### src/sor_linear_solver_unit_macros.svh
// ----------------------------------------------------------------------------
// sor_linear_solver_unit_macros
// Assertion macros shared by the solver RTL.
// ----------------------------------------------------------------------------
// Each macro expects i_clk and i_rst_n in the scope where it is used.
`ifndef SOR_LINEAR_SOLVER_UNIT_MACROS_SVH
`define SOR_LINEAR_SOLVER_UNIT_MACROS_SVH

`ifndef ASSERT_OFF
// Same-cycle implication: whenever cond holds, prop holds too.
`define SOR_ASSERT_IMP(lbl, cond, prop) \
    lbl: assert property (@(posedge i_clk) disable iff (!i_rst_n) (cond) |-> (prop)) \
        else $error("solver assertion failed");
// Next-cycle implication: whenever cond holds, prop holds in the cycle after.
`define SOR_ASSERT_NEXT(lbl, cond, prop) \
    lbl: assert property (@(posedge i_clk) disable iff (!i_rst_n) (cond) |=> (prop)) \
        else $error("solver assertion failed");
`else
`define SOR_ASSERT_IMP(lbl, cond, prop)
`define SOR_ASSERT_NEXT(lbl, cond, prop)
`endif

`endif

### src/sor_ram.sv
// ----------------------------------------------------------------------------
// sor_ram
// Generic single-write, single-read RAM with a registered read port.
// ----------------------------------------------------------------------------
`default_nettype none

module sor_ram #(
    parameter int WIDTH = 32,
    parameter int DEPTH = 64
) (
    input  wire logic                     i_clk,
    input  wire logic                     i_we,
    input  wire logic [$clog2(DEPTH)-1:0] i_waddr,
    input  wire logic [WIDTH-1:0]         i_wdata,
    input  wire logic [$clog2(DEPTH)-1:0] i_raddr,
    output logic      [WIDTH-1:0]         o_rdata
);

    logic [WIDTH-1:0] r_mem [DEPTH];

    always_ff @(posedge i_clk) begin
        if (i_we) begin
            r_mem[i_waddr] <= i_wdata;
        end
        o_rdata <= r_mem[i_raddr];
    end

endmodule

`default_nettype wire

### config.mk
export PLATFORM = sky130hd
export DESIGN_NAME = sor_ram
export DESIGN_NICKNAME = d
export VERILOG_FILES = /design/src/sor_linear_solver_unit_macros.svh /design/src/sor_ram.sv
export SDC_FILE = /design/constraint.sdc
export NUM_CORES = 2
export LEC_CHECK = 0
export BUFFER_PORTS_ARGS = -buffer_cell sky130_fd_sc_hd__buf_2
export CAP_MARGIN = 10
export CORE_MARGIN = 2
export CORE_UTILIZATION = 60
export CTS_BUF_LIST = sky130_fd_sc_hd__clkbuf_4 sky130_fd_sc_hd__clkbuf_8
export CTS_CLUSTER_DIAMETER = 30
export DETAILED_ROUTE_END_ITERATION = 8
export PLACE_DENSITY = 0.84
export SETUP_SLACK_MARGIN = 0.05
export SLEW_MARGIN = 10
export SYNTH_ARGS = -nofsm -noshare
export SYNTH_HDL_FRONTEND = slang
export SYNTH_SLANG_ARGS = --single-unit
### constraint.sdc
create_clock -name i_clk -period 4 [get_ports i_clk]
set_clock_uncertainty 0.05 [all_clocks]
set_input_delay 0 -clock i_clk [delete_from_list [all_inputs] [get_ports i_clk]]
set_output_delay 0 -clock i_clk [all_outputs]
set_load 0.02 [all_outputs]
Word level (Yosys, flattened, before mapping)
Memory sizes are Yosys's and may differ from the RTL's. A register that Yosys moved wholly into a read port is not among the register bits.
Index checks and enable logic that the tools add are counted.
Storage, ports and cells
  bits in registers: 0
  RAM bits: 2048
  input bits: 46
  output and inout port bits: 32
  word-level logic and storage cells: 3
  memories kept: 1
Memory list
  r_mem: depth 64, width 32, rd ports 1, clocked after Yosys merged registers in 1, write ports 1, RTL line sor_ram.sv:19  | logic [WIDTH-1:0] r_mem [DEPTH];
Operators by class
  multiplexer cells: 2
Operators with widths (number)
  1-bit 2-to-1 mux: 2

Logic depth before layout (Yosys ltp)
  depth after elaboration: 2
  mapped depth: 10
  mapped depth without buffers: 5

Least setup slack after synthesis
No wires, ideal clock.
  path type: input port to flip-flop
  from: input port i_waddr[3]
  to: memory r_mem[48][0], enable pin
  arrival: 2.699 ns
  required time: 3.489 ns
  slack: 0.790 ns
  cell stages on the path: 4
  path buffers: 1
  cell sequence: clkbuf_1 nor2b_1 nand4b_1 nor3_1
RTL lines
  start: declaration: RTL line sor_ram.sv:13  | input wire logic [$clog2(DEPTH)-1:0] i_waddr,
  end: declaration: RTL line sor_ram.sv:19
No word-level cell before the write port.

==> metrics <==
IO Port Bufs 77; nets 3842; DRT Pass-1 Iters 6; vias in the first global route around 42k; number of enable flip-flop cells after synthesis slightly above 2k; routed wire length approximately 220000 µm; final period utilization around 73%; Root Buffer clkbuf_8; Final Power ~47 mW; setup slack after layout around 1.1 ns; # H-tree levels 5; crit path time final between 2 and 3 ns; Area Overhead vs Synth 15.1%; DP HPWL between 100000 and 150000 µm; Synthesized Nets 3370; Buf/Inv on CP 4; CTS tree done; RSZ-0062 raised after global routing false; CTS buffer count between 300 and 400; layout cells sized above 1 between 30 and 40%; sequential area share after synthesis 79.1%; Yosys reg bits about 2.1k; CP arrival between 3 and 4 ns; CP top delay family buffers and inverters; Crit path required time about 4.8 ns; clk slew on worst S/H paths approximately 0.06 ns; Max Slew Vio Count 0; DR vias between 40k and 50k; Worst path max stage delay between 0.8 and 0.9 ns; initial antenna violation count 17; Die Span Y 366 µm; Lkg Pwr ~29 nW; global-route wire length before repair 307000 µm; Min Hold Slack between 0.04 and 0.05 ns; status complete, no violations; maximum root-to-sink buffer count 4; grt total ovfl 0; total global-route track usage 32.8%; Ports just under 80; Power Dens Cells around 520 nW/µm²; Die W 366 µm; most frequent cells after synthesis edfxtp_1, mux4_2, nor2_1, mux2i_1, o22ai_1; First DRT Iteration DRCs 7370; setup_tns 0 ns; Synth Instances 3324; DR DRC count 0; post-synthesis cell type count 34; Max FO, Critical Path between 40 and 50; VDD IR max around 0.38 mV; routed wire length per instance roughly 38 µm; Critical Path, Cell by Cell dlygate4sd3_1 > buf_8 > buf_12 > nor2b_1 > buf_4 > a22oi_1 > and3_1 > o32ai_1 > nor3_1; endpoint class of the critical path register; post-synth top area share about four fifths; ys flop type edfxtp_1; Hold Vio Cnt, Final 0; YS warnings 0; largest net degree at the start of global routing 67; max_slew headroom between 10 and 15%; Synth Cell Area just under 80000 µm²; Skew-Pair Late Insertion Delay 1.05 ns; post-synth top area cell edfxtp_1; total die area around 130000 µm²; highest-delay cell along the critical path o32ai_1; initial core utilization approximately 60%; Hold Crit Class in2reg; count leader, synth edfxtp_1; DRT antenna net count 0; crit start category input pin; core box area 130000 µm²; crit path kind in2reg; gpl congestion about 0.83; ranking of synthesized cells by area edfxtp_1, mux4_2, mux2i_1; endpoints failing setup 0; Worst Max-Slew Pin Slew roughly 1.3 ns; syn_area_per_cell 23.6 µm²; Post-Place Worst Slack around 0.73 ns; max cap viols 0; post-CTS setup buffers 0; share of flip-flops with an asynchronous set or reset 0%; num rows about 130; Layout fillers about 6.8k; f_max 0.341 GHz; vias per inst around 7; Clock Sink Count about 2.1k
-- state kept, by name, summed over array words and instances (netlist names) --
register / flops
r_mem: 2048
o_rdata: 32
-- path summary, 6_finish.rpt --
kind,start,to,slack (ns),depth (start not counted)
worst min-delay path,i_wdata[12],r_mem[14][12]$_DFFE_PP_,0.05,2
worst max-delay path,i_raddr[2],o_rdata[17]$_DFF_P_,1.07,9
worst max register to register,r_mem[0][11]$_DFFE_PP_,o_rdata[11]$_DFF_P_,1.46,4
worst min register to register,r_mem[29][20]$_DFFE_PP_,o_rdata[20]$_DFF_P_,0.74,4
-- per-layer routing --
layer  GRT usage (%)  share of wire, %  up-vias
met5               0             0.068        -
met4            18.5               6.2       20
met3            8.51                14      927
met2            51.9                48     4366
met1            42.0                32    21100
li1                -                 -    15300
-- placed cells by master, fill, tap and decap left out, drive strengths merged, types with 15 or more instances in the layout --
master and count:
a21oi 62, buf 245, bufinv 32, clkbuf 460, clkinv 95, clkinvlp 25
dfxtp 32, dlygate4sd3 51, edfxtp 2048, mux2i 93, mux4 544, nand2 26
nor2 137, nor2b 15, o221ai 27, o22ai 84
-- layout make-up --
type / count / area (µm²) / area share [%]
clock buffers: 460 / 5790 / 6.41
well taps: 1742 / 2180 / 2.41
repair buffers: 296 / 2580 / 2.85
flip-flops and latches: 2080 / 62100 / 68.8
diodes: 3 / 7.51 / 0.00831
multi-input cells: 1062 / 16000 / 17.7
clock inverters: 159 / 1680 / 1.86
-- power by group --
part / internal [mW] / switching [mW]
sequential: 24.1 / 0.136
clock: 11.6 / 8.83
combinational: 0.862 / 1.52
-- worst register-to-register path, stage by stage (launching register included) --
cell and delay, ns:
edfxtp_1 0.45, mux4_2 0.52, mux4_2 0.55, o22ai_1 0.71
nor2_1 0.13
-- stage by stage --
step / instance area, µm² / util (%) / std cells
3_3_place_gp: 82200 / 63.4 / 5123
2_1_floorplan: 78500 / - / 3324
6_report: 90300 / 69.7 / 5802
3_5_place_dp: 82200 / 63.4 / 5123
4_1_cts: 90200 / 69.6 / 5790
5_1_grt: 90300 / 69.7 / 5800
-- cell families after synthesis --
kind of cell	Yosys count	share of synthesized area (%)
AOI/OAI and AO/OA	202	1.67
buffers and inverters	182	1.13
DFF	2080	79.1
muxes	637	16.8
and+or+nand+nor	223	1.27
-- timing repair --
action,CTS,global route
endpoints found under the hold margin,2369,62
endpoints found under the setup margin,0,0
hold buffers,48,3
resized for setup,0,0
Note: power is estimated with default switching activity, not from simulation.
