### config.mk
export PLATFORM = sky130hd
export DESIGN_NAME = sor_div
export DESIGN_NICKNAME = d
export VERILOG_FILES = /design/src/sor_linear_solver_unit_macros.svh /design/src/sor_pkg.sv /design/src/sor_div.sv
export SDC_FILE = /design/constraint.sdc
export NUM_CORES = 1
export LEC_CHECK = 0
export BUFFER_PORTS_ARGS = -buffer_cell sky130_fd_sc_hd__buf_2
export CAP_MARGIN = 20
export CORE_MARGIN = 2
export CORE_UTILIZATION = 51
export CTS_CLUSTER_DIAMETER = 150
export DETAILED_ROUTE_END_ITERATION = 8
export HOLD_SLACK_MARGIN = 0.06
export PLACE_DENSITY = 0.72
export SYNTH_ARGS = -nofsm -noshare
export SYNTH_HDL_FRONTEND = slang
export SYNTH_SLANG_ARGS = --single-unit
### constraint.sdc
create_clock -name i_clk -period 6.3 [get_ports i_clk]
set_input_delay 1.26 -clock i_clk [delete_from_list [all_inputs] [get_ports i_clk]]
set_output_delay 1.26 -clock i_clk [all_outputs]
set_load 0.01 [all_outputs]
### src/sor_linear_solver_unit_macros.svh
// ----------------------------------------------------------------------------
// sor_linear_solver_unit_macros
// Assertion macros shared by the solver RTL.
// ----------------------------------------------------------------------------
// Each macro expects i_clk and i_rst_n in the scope where it is used.
`ifndef SOR_LINEAR_SOLVER_UNIT_MACROS_SVH
`define SOR_LINEAR_SOLVER_UNIT_MACROS_SVH

`ifndef ASSERT_OFF
// Same-cycle implication: whenever cond holds, prop holds too.
`define SOR_ASSERT_IMP(lbl, cond, prop) \
    lbl: assert property (@(posedge i_clk) disable iff (!i_rst_n) (cond) |-> (prop)) \
        else $error("solver assertion failed");
// Next-cycle implication: whenever cond holds, prop holds in the cycle after.
`define SOR_ASSERT_NEXT(lbl, cond, prop) \
    lbl: assert property (@(posedge i_clk) disable iff (!i_rst_n) (cond) |=> (prop)) \
        else $error("solver assertion failed");
`else
`define SOR_ASSERT_IMP(lbl, cond, prop)
`define SOR_ASSERT_NEXT(lbl, cond, prop)
`endif

`endif

### src/sor_pkg.sv
// ----------------------------------------------------------------------------
// sor_pkg
// Types and constants of the SOR linear solver.
// ----------------------------------------------------------------------------
`default_nettype none

package sor_pkg;

    localparam logic [1:0] ACT_MATRIX = 2'd0;
    localparam logic [1:0] ACT_RHS    = 2'd1;
    localparam logic [1:0] ACT_GUESS  = 2'd2;
    localparam logic [1:0] ACT_START  = 2'd3;

    localparam logic [1:0] ST_CONVERGED = 2'd0;
    localparam logic [1:0] ST_LIMIT     = 2'd1;
    localparam logic [1:0] ST_ZERO_DIAG = 2'd2;

    localparam logic [1:0] CFG_OMEGA     = 2'd0;
    localparam logic [1:0] CFG_TOLERANCE = 2'd1;
    localparam logic [1:0] CFG_MAX_SWEEP = 2'd2;
    localparam logic [1:0] CFG_SIZE      = 2'd3;

    localparam logic [17:0] OMEGA_RESET = 18'd65536;
    localparam logic [15:0] TOL_RESET   = 16'd66;
    localparam logic [15:0] SWEEP_RESET = 16'd5000;
    localparam logic [6:0]  SIZE_RESET  = 7'd64;

    typedef struct packed {
        logic [1:0]         action;
        logic [5:0]         row;
        logic [5:0]         col;
        logic signed [31:0] value;
    } t_in_item;

    typedef struct packed {
        logic [5:0]         index;
        logic signed [31:0] solution;
        logic               last;
        logic [1:0]         status;
        logic [15:0]        sweeps_done;
    } t_out_item;

    typedef enum logic [3:0] {
        S_IDLE,
        S_DOT,
        S_DECIDE,
        S_DIV,
        S_BL1,
        S_BL2,
        S_BL3,
        S_RSQ,
        S_RACC,
        S_TMUL,
        S_TACC,
        S_CMP,
        S_OREAD,
        S_OWAIT,
        S_OSEND
    } t_state;

endpackage

`default_nettype wire

### src/sor_div.sv
// ----------------------------------------------------------------------------
// sor_div
// Signed 64 by 32 bit divider, one quotient bit per cycle, truncating
// toward zero, quotient saturated to 32 bits.
// ----------------------------------------------------------------------------
`default_nettype none

module sor_div import sor_pkg::*; (
    input  wire logic               i_clk,
    input  wire logic               i_rst_n,
    input  wire logic               i_start,
    input  wire logic signed [63:0] i_num,
    input  wire logic signed [31:0] i_den,
    output logic                    o_done,
    output logic signed [31:0]      o_quot
);

    logic        r_busy;
    logic        r_done;
    logic [5:0]  r_cnt;
    logic [32:0] r_rem;
    logic [63:0] r_q;
    logic [31:0] r_den;
    logic        r_neg;

    logic [32:0] rem_sh;
    logic        take;

    assign rem_sh = {r_rem[31:0], r_q[63]};
    assign take   = rem_sh >= {1'b0, r_den};

    always_ff @(posedge i_clk) begin
        if (!i_rst_n) begin
            r_busy <= 1'b0;
            r_done <= 1'b0;
            r_cnt  <= '0;
        end else begin
            r_done <= 1'b0;
            if (i_start) begin
                r_busy <= 1'b1;
                r_cnt  <= '0;
            end else if (r_busy) begin
                r_cnt <= r_cnt + 6'd1;
                if (r_cnt == 6'd63) begin
                    r_busy <= 1'b0;
                    r_done <= 1'b1;
                end
            end
        end
    end

    always_ff @(posedge i_clk) begin
        if (i_start) begin
            r_q   <= i_num[63] ? 64'(-i_num) : 64'(i_num);
            r_den <= i_den[31] ? 32'(-i_den) : 32'(i_den);
            r_neg <= i_num[63] ^ i_den[31];
            r_rem <= '0;
        end else if (r_busy) begin
            r_rem <= take ? (rem_sh - {1'b0, r_den}) : rem_sh;
            r_q   <= {r_q[62:0], take};
        end
    end

    // Magnitude saturation: a negative result may reach -2^31.
    always_comb begin
        if (r_neg) begin
            o_quot = (r_q > 64'h0000_0000_8000_0000) ? 32'sh8000_0000 : -$signed(r_q[31:0]);
        end else begin
            o_quot = (r_q > 64'h0000_0000_7FFF_FFFF) ? 32'sh7FFF_FFFF : $signed(r_q[31:0]);
        end
    end

    assign o_done = r_done;

endmodule

`default_nettype wire

Yosys cells after proc, flatten, opt, wreduce, memory -nomap -nowiden

Index checks and enable logic that the tools add are counted.

ROM bits: 0
Word-level logic and storage cells: 35
Bits in writable memories: 0
Input bits: 99
Memories kept: 0
Output and inout port bits: 33
Flip-flop bits (word level): 137
Bits in latches: 0

Eq/ne operators: 1
Multiplexer cells: 12
Bitwise operators: 3
$lt $le $gt $ge: 3
Add/subtract/negate cells: 5
Reduce and logical (&&, ||, !) cells: 3
Multipliers: 0
Div/mod/pow operators: 0
Shift operators: 0

Operators by type and width:

| operator             | count |
|---|---|
| $mux 64              | 3 |
| $mux 32              | 4 |
| $gt 64x31->1 const B | 1 |
| $gt 64x32->1 const B | 1 |
| $neg 32->32          | 2 |
| $neg 64->64          | 1 |
| $ge 33x32->1         | 1 |
| $sub 32x32->32       | 1 |
| $mux 31              | 1 |
| $add 6x1->6 const B  | 1 |
| $eq 6x6->1 const B   | 1 |
| $mux 1               | 4 |
| $reduce_or 3->1      | 1 |
| $not 1->1            | 2 |
| $reduce_bool 2->1    | 1 |
| $reduce_or 2->1      | 1 |
| $xor 1x1->1          | 1 |

Logic depth before layout (Yosys ltp)

Gate-level depths: netlist (run 1).

Depth in word-level cells: 4
Gate-level depth with buffers: 13
Depth with buffers taken out: 12

Worst setup path before layout (run 1)

No wires, ideal clock.

Path kind: reg-to-output
Start: reg r_q[13]
End: out o_quot[24]
Arrival: 3.420 ns
Cell stages (with the launch flop): 9
Required time: 5.040 ns
Slack: 1.620 ns
Buffers on the path: 1
Path through: edfxtp_1 > or4_1 > or4b_4 > or4_4 > or3_1 > o21ai_4 > nand3_2 > buf_2 > o311ai_0

Longest elaborated chain between the ends: 3
Elaborated cells between the ends (all ways): 6
Classes of those cells: add/sub (1); order compare (2); mux (3)

Ends and longest elaborated chain:

| item                                       | line                         | source |
|---|---|---|
| start: declaration                         | sor_div.sv:22                | `logic [63:0] r_q;` |
| start signal: assignment                   | sor_div.sv:54                | `r_q <= i_num[63] ? 64'(-i_num) : 64'(i_num);` |
| start signal: assignment                   | sor_div.sv:60                | `r_q <= {r_q[62:0], take};` |
| $gt 64x31->1, or another cell as far along | sor_div.sv:69                | `o_quot = (r_q > 64'h0000_0000_7FFF_FFFF) ? 32'sh7FFF_FFFF : $signed(r_q[31:0]);` |
| $mux 32, on equally long branches          | sor_div.sv:69, sor_div.sv:67 |  |
| $mux 32 (*)                                | sor_div.sv:66                | `if (r_neg) begin` |
| end: declaration                           | sor_div.sv:15                | `output logic signed [31:0] o_quot` |

Every way passes the cells marked *; elsewhere a longest branch is shown, timed or not.

Final worst setup path (run 1)

Start: reg r_q[13]
End: out o_quot[12]

Longest elaborated chain between the ends: 3
Elaborated cells between the ends (all ways): 5
Classes of those cells: order compare (2); mux (3)

Ends and longest elaborated chain:

| item                                                | line |
|---|---|
| $gt 64x31->1 / $gt 64x32->1 (equally long branches) | sor_div.sv:69, sor_div.sv:67 |
| $mux 32, on equally long branches                   | sor_div.sv:69, sor_div.sv:67 |
| $mux 32 (*)                                         | sor_div.sv:66 |

Marked as above.

==> results of run 1 <==
## power by group
group	internal [mW]	switching [mW]	leakage [nW]
Sequential	1.08	0.0779	1.28
Clock	0.740	0.381	0.313
Combinational	0.272	0.400	2.93
Total	2.09	0.859	4.53
## area by class of cell
| type | count | area (sq um) |
|---|---|---|
| Clock inverter | 13 | 225 |
| Multi-Input combinational cell | 958 | 6020 |
| Sequential cell | 137 | 3710 |
| Inverter | 58 | 218 |
| Clock buffer | 19 | 433 |
| Fill cell | 1761 | 7870 |
| Tap cell | 265 | 332 |
| Timing Repair Buffer | 137 | 707 |
## cell families after synthesis
| logic type | after synthesis | share of synthesized area, % |
|---|---|---|
| compound gates | 330 | 21.2 |
| mux | 10 | 1.07 |
| buf+inv | 116 | 4.31 |
| flops | 137 | 36.5 |
| fa+ha+maj | 37 | 4.62 |
| xor+xnor | 119 | 10.2 |
| simple gates | 462 | 22.0 |
## metal layers
metal  GRT usage (%)  vias to the layer above
met5               0                        -
met4            7.45                        0
met3            3.55                       37
met2            38.8                      273
met1            33.4                     4378
li1                -                     4667
## per-stage QoR
stage          hold slack (ns)  cell area [sq um]  utilization (%)  worst slack [ns]  total power, mW
2_1_floorplan            0.454              10200                -              1.62             1.62
3_3_place_gp             0.470              11000             56.3              1.18             1.82
3_5_place_dp             0.476              11000             56.3              1.13             1.83
4_1_cts                  0.486              11700             59.7             0.661             2.96
5_1_grt                  0.509              11700             59.7             0.361             3.09
6_report                 0.485              11700             59.7             0.641             2.95
## cell usage after synthesis (all sizes together) (7+ instances only)
library cell	count
o31ai	28
xor2	66
a211oi	9
xnor2	53
a21oi	104
a21o	18
o311ai	23
nor4	20
mux2	7
edfxtp	97
o21ai	70
or4	20
o41ai	11
nand4	13
and3	8
nand2	132
dfxtp	40
nand3	27
or2	13
nor2b	8
nor3	35
clkbuf	53
nor2	133
nand2b	8
a311oi	24
or3	29
ha	36
inv	58
## sequential cells by signal, summed over array words and instances, names as in the netlist
| name | count |
|---|---|
| r_den | 32 |
| o_done | 1 |
| r_neg | 1 |
| r_q | 64 |
| r_cnt | 6 |
| r_busy | 1 |
| r_rem | 32 |
## worst paths after layout
| kind | endpoint | slack [ns] | cells after the start |
|---|---|---|---|
| worst min register to register | r_cnt[5]$_SDFFE_PP0P_ | 0.48 | 2 |
| worst max register to register | r_rem[31]$_SDFFE_PP0P_ | 2.60 | 12 |
| worst max-delay path | o_quot[12] | 0.64 | 10 |
| worst min-delay path | r_cnt[5]$_SDFFE_PP0P_ | 0.48 | 2 |
## worst max-delay path, cell delays in order, from the launching register on
cell      delay [ns]
edfxtp_1        0.45
or4_1           0.57
or4b_4          0.55
or4_4           0.45
or3_1           0.39
o21ai_4         0.30
nand2_1         0.47
nor4_1          0.37
o21ai_0         0.11
o311ai_0        0.12
buf_2           0.20
==> flow_summary.json, run 1 <==
{
  "outcome": "completed",
  "ioPinCount": 132,
  "ant_nets": 0,
  "top_layer": "met4",
  "fp.coreArea_sq_um": 19500,
  "die_y_microns": 145,
  "end_kind": "primary output",
  "synthCells": 1211,
  "path_clk_slew_ns": 0.06,
  "synth_largest_area_cell": "edfxtp_1",
  "critical_path_arrival_ns": 4.40,
  "routed_wl_microns": 25600,
  "area_growth_pct": 14.6,
  "drv_cap": 0,
  "wl_met1_microns": 12100,
  "yosys.area.top_type_share_pct": 28.6,
  "wl_per_cell_microns": 16.1,
  "max_slew_margin_pct": 30.6,
  "clk_latency_ns": 0.42,
  "syn_area_sq_um": 10200,
  "final_cell_mix": "nand2_1, nor2_1, buf_2",
  "peakVddDrop_uv": 187,
  "post-route-min-period_ns": 5.66,
  "path_max_fanout": 23,
  "dp_hpwl_microns": 18800,
  "htreeDepth": 4,
  "gp_congestion": 0.899,
  "drc": 0,
  "insertedDiodeCount": 0,
  "hold_class": "reg2reg",
  "synth_nets": 1347,
  "grt_pass1_vias": 8625,
  "finalNonFillerCells": 1587,
  "fmax_mhz": 177,
  "startpoint": "r_q[13]$_DFFE_PP_",
  "dieWidth_microns": 145,
  "cp-start-kind": "flip-flop",
  "r2r-start": "r_den[17]$_DFFE_PP_",
  "setup_viol": 0,
  "synth.top_cells.by_area": "edfxtp_1, dfxtp_1, xor2_1, a21oi_1, nor2_1",
  "ys_async_sr_fraction_pct": 0,
  "synth_seq_cells": 137,
  "drv_slew": 0,
  "holdBufCountCts": 0,
  "tritoncts": "built",
  "grt_usage_pct": 24.1,
  "met3_length_microns": 1400,
  "dr.first_iter.drc_count": 622,
  "hold_violations": 0,
  "yosysWarnings": 0,
  "critPathRequiredTime_ns": 5.04,
  "synth_ff_type": "edfxtp_1",
  "cts.path.max_buffers": 2,
  "post-route-period-util_pct": 89.8,
  "nets": 1445,
  "avgSynthCellArea_sq_um": 8.40,
  "firstDrtPassIters": 5,
  "placed_cells": 1555,
  "num_vias": 9355,
  "grt_max_degree": 95,
  "cts_made_buffers": 17,
  "die_area_sq_um": 21100,
  "seq_area_frac_synth_pct": 36.5,
  "initial_utilization_pct": 52.1,
  "routed-wl-met2_microns": 11600,
  "io_buffers": 131,
  "synth.distinct_cells": 65,
  "worstSetupPathType": "reg2out",
  "overflow": 0,
  "grt_setup_unrepaired": "false",
  "cts_setup_buffers": 0,
  "antenna_found_initial": 0,
  "ctsResizeCount": 0,
  "powerDensity_nw_per_um2": 253,
  "root_buffer": "clkbuf_16",
  "drt-vias-per-instance": 5.89,
  "cts_sinks": 137,
  "worstHoldStart": "r_cnt[5]$_SDFFE_PP0P_",
  "grt_pass1_wl_microns": 42200,
  "setup_tns_ns": 0,
  "worst_slew_pin_slew_ns": 1.04,
  "synth_edf_count": 97,
  "num_rows": 51,
  "p_leak_nw": 4.53,
  "fin_skew_ns": 0.00694,
  "final_layout_size_suffix_gt1_share_pct": 15.4
}
Note: power is estimated with default switching activity, not from simulation.
==> run 2, diff against run 1 <==
--- a/config.mk
+++ b/config.mk
@@ -5,14 +5,15 @@
 export SDC_FILE = /design/constraint.sdc
 export NUM_CORES = 1
 export LEC_CHECK = 0
-export BUFFER_PORTS_ARGS = -buffer_cell sky130_fd_sc_hd__buf_2
+export ABC_CLOCK_PERIOD_IN_PS = 6300
 export CAP_MARGIN = 20
 export CORE_MARGIN = 2
 export CORE_UTILIZATION = 51
 export CTS_CLUSTER_DIAMETER = 150
 export DETAILED_ROUTE_END_ITERATION = 8
+export DONT_BUFFER_PORTS = 1
 export HOLD_SLACK_MARGIN = 0.06
-export PLACE_DENSITY = 0.72
+export PLACE_DENSITY = 0.66
 export SYNTH_ARGS = -nofsm -noshare
 export SYNTH_HDL_FRONTEND = slang
 export SYNTH_SLANG_ARGS = --single-unit
==> run 2 against run 1 <==
  * Die area unchanged
  * Critical endpoint is now o_quot[13]
  * Largest cell class unchanged
  * Sequential power barely moved
  * Utilization is 4.0 points lower
  * Clock skew is 0.0043 ns higher
  * Wire length decreased by 0.27%
  * Power fell by 10%
  * Largest power group unchanged
  * Critical path type unchanged
  * Flip-flop and latch count unchanged
  * Final area decreased by 6.7%
  * Fmax fell by 1.2%
  * Global-route usage fell by 0.35 points
==> flow_summary.json, run 2 (synthesized netlist as in run 1, its figures left out) <==
{
  "outcome": "completed",
  "dieWidth_microns": 145,
  "grt_setup_unrepaired": "false",
  "largest_register": "r_q",
  "root_buffer": "clkbuf_16",
  "cts_setup_buffers": 0,
  "grt_pass1_vias": 7966,
  "clkPwrFrac_pct": 34.5,
  "insertedDiodeCount": 0,
  "nets": 1312,
  "area_growth_pct": 6.83,
  "die_area_sq_um": 21100,
  "reg_top3": "r_q x64, r_den x32, r_rem x32",
  "max_slew_margin_pct": 29.8,
  "num_rows": 51,
  "power_mw": 2.64,
  "cts_made_buffers": 17,
  "path_cells": "or4_1, or4b_4, or4_4, or3_1, o21ai_4, nand3_2, o311ai_0",
  "power_switching_share_pct": 30.9,
  "holdBufCountCts": 0,
  "slowest_stage": "o311ai_0",
  "hold_violations": 0,
  "grt_pass1_wl_microns": 41200,
  "switching_power_uw": 815,
  "post-route-period-util_pct": 90.9,
  "cts_sinks": 137,
  "worst_slew_pin_slew_ns": 1.04,
  "fmax_mhz": 175,
  "final_util_pct": 55.7,
  "p_leak_nw": 3.95,
  "crit_path_max_incr_delay_ns": 0.91,
  "antenna_found_initial": 0,
  "drc": 0,
  "die_y_microns": 145,
  "dp_hpwl_microns": 18100,
  "critical_path_arrival_ns": 4.47,
  "io_buffers": 0,
  "tritoncts": "built",
  "firstDrtPassIters": 6,
  "grt_usage_pct": 23.7,
  "routed_wl_microns": 25500,
  "setup_tns_ns": 0,
  "n_fill_cell": 1847,
  "path_max_fanout": 26,
  "num_vias": 8752,
  "post-route-min-period_ns": 5.73,
  "htreeDepth": 4,
  "cp-start-kind": "flip-flop",
  "clk_latency_ns": 0.42,
  "hold_class": "reg2reg",
  "ioPinCount": 132,
  "peakVddDrop_uv": 191,
  "powerDensity_nw_per_um2": 243,
  "drt-vias-per-instance": 6.02,
  "setup_viol": 0,
  "end_kind": "primary output",
  "timing.hold.ws_ns": 0.489,
  "dr.first_iter.drc_count": 667,
  "largest_reg_flops": 64,
  "drv_slew": 0,
  "final_cell_mix": "nand2_1, nor2_1, a21oi_1",
  "ctsResizeCount": 0,
  "final_layout_size_suffix_gt1_share_pct": 6.06,
  "internal_power_mw": 1.83,
  "grt_max_degree": 192,
  "ant_nets": 0,
  "gp_congestion": 0.873,
  "initial_utilization_pct": 52.1,
  "combPwrFrac_pct": 21.6,
  "wl_per_cell_microns": 17.6,
  "seq_power_share_pct": 43.9,
  "cts.path.max_buffers": 2,
  "path_clk_slew_ns": 0.06,
  "drv_cap": 0,
  "worstSetupPathType": "reg2out",
  "overflow": 0,
  "fin_skew_ns": 0.0112,
  "fp.coreArea_sq_um": 19500,
  "critPathRequiredTime_ns": 5.04
}
[run 2: cell count changes in the layout (fill, tap and decap cells not counted), sizes merged]
cell / delta
buf: -133
clkinvlp: +3
bufinv: -6
clkbuf: +1
inv: +1
clkinv: +1
[run 2: layout make-up]
cell class,count,area [sq um],share of cell area [%]
timing repair buffer,4,37.5,0.345
inverter,58,218,2.00
clock inverter,12,95.1,0.875
tap,265,332,3.05
clock buffer,20,447,4.11
multi-input combinational,958,6020,55.4
sequential,137,3710,34.2
[run 2: critical path: cells and delay by family, from the launching register on]
kind               cells  cell delay (ns)
and+or+nand+nor        5             2.38
AOI/OAI and AO/OA      2             1.22
DFF                    1             0.44
[run 2: per-stage QoR]
step                std cells  worst slack [ns]  instance area [sq um]
floorplan                1211              1.62                  10200
global placement         1421              1.12                  10300
detailed placement       1421              1.08                  10300
CTS                      1453             0.612                  10900
global route             1454             0.352                  10900
finish                   1454             0.573                  10900
[run 2: routing by layer]
layer  track usage [%]  vias to the layer above  part of all wire [%]
met3              5.31                       27                   6.3
met1              35.4                     4084                    50
met2              34.6                      240                    42
met4              6.08                        0                   1.5
li1                  -                     4401                     -
met5                 0                        -                     0
[run 2: path summary, 6_finish.rpt]
kind | from | to | slack [ns] | cells after the start
max reg2reg | r_den[27]$_DFFE_PP_ | r_rem[31]$_SDFFE_PP0P_ | 2.43 | 12
min | r_rem[13]$_SDFFE_PP0P_ | r_rem[13]$_SDFFE_PP0P_ | 0.49 | 2
min reg2reg | r_rem[13]$_SDFFE_PP0P_ | r_rem[13]$_SDFFE_PP0P_ | 0.49 | 2
max | r_q[13]$_DFFE_PP_ | o_quot[13] | 0.57 | 7
[run 2: power groups by stage]
stage,Combinational [mW],Clock (mW),Sequential [mW]
floorplan,0.484,0,1.14
global placement,0.557,0,1.17
detailed placement,0.561,0,1.17
CTS,0.566,0.922,1.16
global route,0.641,0.960,1.17
finish,0.570,0.911,1.16
